### src/smrs_pkg.sv
`default_nettype none
package smrs_pkg;

	// function codes of a request
	localparam logic [1:0] FUNC_SET  = 2'd0;
	localparam logic [1:0] FUNC_GET  = 2'd1;
	localparam logic [1:0] FUNC_LOAD = 2'd2;
	localparam logic [1:0] FUNC_MUL  = 2'd3;

	// result status codes
	localparam logic [1:0] ST_OK   = 2'd0;
	localparam logic [1:0] ST_FULL = 2'd1;
	localparam logic [1:0] ST_SAT  = 2'd2;

	// configuration register indexes
	localparam logic REG_NUM_ROWS = 1'b0;
	localparam logic REG_NUM_COLS = 1'b1;

	// field widths
	localparam int CFG_W = 5;
	localparam int VAL_W = 32;
	localparam int RIX_W = 4;
	localparam int CIX_W = 4;

	// widths of counters between controller and datapath, sized for the largest build
	localparam int IDX_W = 9;
	localparam int ROW_W = 7;

	// controller to datapath
	typedef struct packed {
		logic             ready;
		logic             accept;
		logic             mul;
		logic [ROW_W-1:0] mrow;
		logic             rd;
		logic [IDX_W-1:0] rd_idx;
		logic             wr;
		logic             wr_shift;
		logic [IDX_W-1:0] wr_idx;
		logic             cnt_inc;
		logic             cnt_dec;
		logic             res_hit;
		logic             res_full;
		logic             mac;
		logic             acc_add;
		logic             acc_clr;
		logic             emit;
		logic             emit_mul;
		logic             last;
	} cmd_t;

	// datapath to controller
	typedef struct packed {
		logic             in_valid;
		logic [1:0]       in_func;
		logic [1:0]       func;
		logic             in_range;
		logic             val_zero;
		logic             hit;
		logic             out_free;
		logic [IDX_W-1:0] n;
		logic [ROW_W-1:0] nr;
	} sts_t;

endpackage
`default_nettype wire

### src/smrs_ctrl.sv
`default_nettype none
module smrs_ctrl #(
	parameter int ENTRIES_PER_ROW = 16
) (
	input  wire logic          clk,
	input  wire logic          arst_n,
	input  wire smrs_pkg::sts_t sts,
	output smrs_pkg::cmd_t     cmd
);

	localparam logic [2:0] S_IDLE   = 3'd0;
	localparam logic [2:0] S_SEARCH = 3'd1;
	localparam logic [2:0] S_SHIFT  = 3'd2;
	localparam logic [2:0] S_RESP   = 3'd3;
	localparam logic [2:0] S_MUL    = 3'd4;
	localparam logic [2:0] S_MEMIT  = 3'd5;

	localparam logic [smrs_pkg::IDX_W-1:0] EPR_C = smrs_pkg::IDX_W'(ENTRIES_PER_ROW);

	logic [2:0]                  state_q, state_d;
	logic [smrs_pkg::IDX_W-1:0]  c_q, c_d;
	logic [smrs_pkg::IDX_W-1:0]  idx_s1;
	logic                        pend_s1;
	logic                        v_s2;
	logic [smrs_pkg::ROW_W-1:0]  r_q, r_d;
	logic                        is_last;

	assign is_last = (r_q + smrs_pkg::ROW_W'(1)) == sts.nr;

	// next state and commands
	always_comb begin
		state_d = state_q;
		c_d     = c_q;
		r_d     = r_q;
		cmd     = '0;
		cmd.mrow = r_q;
		cmd.mul  = (state_q == S_MUL) || (state_q == S_MEMIT);
		case (state_q)
			S_IDLE: begin
				cmd.ready = 1'b1;
				if (sts.in_valid) begin
					cmd.accept = 1'b1;
					c_d = '0;
					r_d = '0;
					case (sts.in_func)
						smrs_pkg::FUNC_LOAD: state_d = S_IDLE;
						smrs_pkg::FUNC_MUL: begin
							cmd.acc_clr = 1'b1;
							state_d = S_MUL;
						end
						default: state_d = S_SEARCH;
					endcase
				end
			end
			S_SEARCH: begin
				if (!sts.in_range) begin
					state_d = S_RESP;
				end else if (pend_s1 && sts.hit) begin
					if (sts.func == smrs_pkg::FUNC_GET) begin
						cmd.res_hit = 1'b1;
						state_d = S_RESP;
					end else if (sts.val_zero) begin
						c_d = idx_s1 + smrs_pkg::IDX_W'(1);
						state_d = S_SHIFT;
					end else begin
						cmd.wr = 1'b1;
						cmd.wr_idx = idx_s1;
						state_d = S_RESP;
					end
				end else if (!pend_s1 && c_q >= sts.n) begin
					// column not present
					if (sts.func == smrs_pkg::FUNC_SET && !sts.val_zero) begin
						if (sts.n >= EPR_C) begin
							cmd.res_full = 1'b1;
						end else begin
							cmd.wr = 1'b1;
							cmd.wr_idx = sts.n;
							cmd.cnt_inc = 1'b1;
						end
					end
					state_d = S_RESP;
				end else if (c_q < sts.n) begin
					cmd.rd = 1'b1;
					cmd.rd_idx = c_q;
					c_d = c_q + smrs_pkg::IDX_W'(1);
				end
			end
			S_SHIFT: begin
				// move each later pair one place down
				if (pend_s1) begin
					cmd.wr = 1'b1;
					cmd.wr_shift = 1'b1;
					cmd.wr_idx = idx_s1 - smrs_pkg::IDX_W'(1);
				end
				if (c_q < sts.n) begin
					cmd.rd = 1'b1;
					cmd.rd_idx = c_q;
					c_d = c_q + smrs_pkg::IDX_W'(1);
				end else if (!pend_s1) begin
					cmd.cnt_dec = 1'b1;
					state_d = S_RESP;
				end
			end
			S_RESP: begin
				if (sts.out_free) begin
					cmd.emit = 1'b1;
					state_d = S_IDLE;
				end
			end
			S_MUL: begin
				cmd.mac = pend_s1;
				cmd.acc_add = v_s2;
				if (c_q < sts.n) begin
					cmd.rd = 1'b1;
					cmd.rd_idx = c_q;
					c_d = c_q + smrs_pkg::IDX_W'(1);
				end else if (!pend_s1 && !v_s2) begin
					state_d = S_MEMIT;
				end
			end
			S_MEMIT: begin
				if (sts.out_free) begin
					cmd.emit = 1'b1;
					cmd.emit_mul = 1'b1;
					cmd.last = is_last;
					cmd.acc_clr = 1'b1;
					c_d = '0;
					if (is_last) begin
						state_d = S_IDLE;
					end else begin
						r_d = r_q + smrs_pkg::ROW_W'(1);
						state_d = S_MUL;
					end
				end
			end
			default: state_d = S_IDLE;
		endcase
	end

	// state and read tracking
	always_ff @(posedge clk or negedge arst_n) begin
		if (!arst_n) begin
			state_q <= S_IDLE;
			c_q     <= '0;
			r_q     <= '0;
			pend_s1 <= 1'b0;
			v_s2    <= 1'b0;
			idx_s1  <= '0;
		end else begin
			state_q <= state_d;
			c_q     <= c_d;
			r_q     <= r_d;
			pend_s1 <= cmd.rd;
			v_s2    <= cmd.mac;
			idx_s1  <= c_q;
		end
	end

endmodule
`default_nettype wire

### config.mk
export PLATFORM = sky130hd
export DESIGN_NAME = smrs_ctrl
export DESIGN_NICKNAME = d
export VERILOG_FILES = /design/src/smrs_pkg.sv /design/src/smrs_ctrl.sv
export SDC_FILE = /design/constraint.sdc
export NUM_CORES = 1
export LEC_CHECK = 0
export ABC_CLOCK_PERIOD_IN_PS = 2800
export BUFFER_PORTS_ARGS = -buffer_cell sky130_fd_sc_hd__buf_4
export CORE_MARGIN = 3
export CORE_UTILIZATION = 49
export CTS_CLUSTER_SIZE = 30
export DETAILED_ROUTE_END_ITERATION = 10
export HOLD_SLACK_MARGIN = 0.15
export PLACE_DENSITY = 0.81
export SLEW_MARGIN = 10
export SYNTH_ARGS = -nofsm -noshare
export SYNTH_HDL_FRONTEND = slang
export SYNTH_SLANG_ARGS = --single-unit
### constraint.sdc
create_clock -name clk -period 2.8 [get_ports clk]
set_input_delay 0.56 -clock clk [delete_from_list [all_inputs] [get_ports clk]]
set_output_delay 0.56 -clock clk [all_outputs]
set_load 0.01 [all_outputs]
==> impl_metrics.ini <==
[outcome]
status = finished, violations left
violations = negative setup slack

[cts]
clock_latency_ns = 0.29
cts_tree = built
cts_max_path_buffers = 2
cts_inserted_buffers = 5
cts_hold_buf = 0
cts_sinks = 30
clk_pin_slew_ns = 0.07
cts_root_buffer = clkbuf_8
htreeDepth = 2

[detailed_routing]
ant_nets = 0
vias = 3188
wl_per_cell_microns = 19.3
drc = 0
drt-initial-drc-count = 232
firstDrtPassIters = 5
drt-vias-per-instance = 6.34
drt-total-wl_microns = 9710

[critical_path]
critPathCaptureType = output pin
worstPathArrival_ns = 2.42
worstSetupPathType = reg -> out
path_max_fanout = 5
crit_path_start_kind = flip-flop
required_ns = 2.24

[global_routing]
grt_pass1_wl_microns = 15000
overflow = 0
track_usage = 0.296
grt_pass1_vias = 3110
grt_max_degree = 31
antenna_found_initial = 0

[floorplan]
num_io_pins = 68
dieArea_sq_um = 6600
die-width_microns = 81.3
start_util = 0.523
die_h_microns = 81.3
num_rows = 26
core_area_sq_um = 5300

[place]
post_dp_cell_area_sq_um = 3580
place_hpwl_microns = 6690
place_congestion = 0.910
numPortBuffers = 67

[timing]
max_slew_margin = 0.608
setup_ws_ns = -0.179
grt_setup_unrepaired = true
fin_skew_ns = 0.00477
drv_slew = 0
hold_violations = 0
min_period_ns = 2.98
fin_crit_sh = 1.06
finalSetupViolations = 15
max_freq_mhz = 336
tightestPinTransition_ns = 0.587

[logic_synthesis]
synth_cell_types = 72
yosys_warnings = 0
netlist_instances = 331
async_flop_share = 1.00
yosys.area.top_type = dfrtp_1
synth_edf_count = 0
synth_top_area_share = 0.271
avgSynthCellArea_sq_um = 8.38
ys_seq_elements = 30
ys_seq_area_frac = 0.271
ys.flop_type = dfrtp_1
synth_area_leaders = dfrtp_1 (27%), ha_1 (6.3%), xnor2_1 (4.1%)
syn-num-nets = 372
syn_area_sq_um = 2780

[cells_and_area]
finalNetCount = 473
syn2layout_area_growth_pct = 43.2
fin_area_sq_um = 3970
mostFrequentLayoutCell = buf_4
antenna_cells = 0
drive_gt1_frac = 0.381
mostFrequentLayoutCells = buf_4 (99), dfrtp_1 (29), nand2_1 (27), inv_1 (21), nor2_1 (21)
fillers = 375

[power]
power.density_nw_per_um2 = 726
ir_drop_uv = 576
power_leakage_uw = 0.00177
total_power_uw = 2890

[min_path]
hp-class = in -> async

[flow_run]
max_cap_viol_count = 0
-- cell type report --
type                    instances  area, sq um  share of cell area
well taps                      70         87.6              0.0220
repair buffers                108          845               0.213
flip-flops and latches         30          752               0.189
multi-input cells             264         2060               0.519
clock buffers                   6         82.6              0.0208
inverters                      23         86.3              0.0217
clock inverters                 2         60.1              0.0151
-- sequential cells by signal (all words and copies together), names as in the netlist --
signal and cells:
v_s2 1, c_q 9, pend_s1 1, r_q 7, state_q 3, idx_s1 9
-- report_power, final --
group          switching (uW)  leakage (uW)  internal [uW]
registers                 150      0.000392            537
logic                     905       0.00131            733
clock network             182     0.0000714            380
-- metal layers --
layer | GRT usage | vias to the layer above | share of wire
li1 | - | 1438 | -
met2 | 0.501 | 204 | 0.47
met4 | 0.166 | 0 | 0.070
met5 | 0 | - | 0
met3 | 0.0654 | 62 | 0.076
met1 | 0.344 | 1484 | 0.38
-- worst paths after layout --
| kind | start | end | slack, ns | cells after the start |
|---|---|---|---|---|
| worst max-delay path | c_q[6]$_DFFE_PN0P_ | cmd[13] | -0.18 | 8 |
| worst min-delay path | arst_n | r_q[5]$_DFFE_PN0P_ | 0.18 | 1 |
| worst max register to register | c_q[6]$_DFFE_PN0P_ | state_q[2]$_DFFE_PN0P_ | 0.06 | 12 |
| worst min register to register | state_q[0]$_DFFE_PN0P_ | state_q[0]$_DFFE_PN0P_ | 0.51 | 1 |
| max in group asynchronous | arst_n | c_q[3]$_DFFE_PN0P_ | 2.33 | 1 |
| min in group clk | state_q[0]$_DFFE_PN0P_ | state_q[0]$_DFFE_PN0P_ | 0.51 | 1 |
-- through the flow --
| stage | utilization | instances | TNS [ns] | setup slack (ns) | hold slack (ns) |
|---|---|---|---|---|---|
| after floorplan | - | 331 | 0 | 0.0113 | 0.264 |
| after global placement | 0.674 | 489 | -0.953 | -0.0772 | 0.500 |
| after detailed placement | 0.674 | 489 | -2.32 | -0.187 | 0.506 |
| after CTS | 0.724 | 498 | -0.246 | -0.0579 | 0.202 |
| after global routing | 0.749 | 503 | -2.44 | -0.221 | 0.198 |
| final | 0.749 | 503 | -1.78 | -0.179 | 0.175 |
-- logic make-up after synthesis --
group | Yosys count | synth area share
flops | 30 | 0.271
mux | 4 | 0.0144
compound gates | 101 | 0.285
fa+ha+maj | 14 | 0.0631
xor+xnor | 19 | 0.0600
buf+inv | 38 | 0.0631
simple gates | 125 | 0.243
-- timing repair --
item,4_1_cts,5_1_grt
pin swaps,15,8
setup buffers,1,4
resized for setup,20,19
gates cloned,0,1
setup endpoints to repair,18,21
-- cells in the mapped netlist (4+ instances only) --
master	number
o31ai_1	6
inv_1	22
nand4_1	4
nor3_1	6
dfrtp_1	30
a211oi_1	5
o21ai_0	19
a31oi_1	4
xnor2_1	13
a21oi_1	15
nand2_1	27
mux2i_1	4
nor2_1	22
nand3_1	21
ha_1	14
or2_2	4
a2bb2oi_1	4
a221o_1	5
or3_1	11
buf_2	8
xor2_1	6
and2_1	10
-- critical path, cell delays in order (launching register included) --
cell	delay, ns
dfrtp_1	0.44
ha_4	0.33
nand4_4	0.10
a211o_1	0.33
o211a_4	0.16
nor4_4	0.28
and2_4	0.23
a221o_1	0.14
buf_4	0.11
Power figures use the tool's default switching activity.
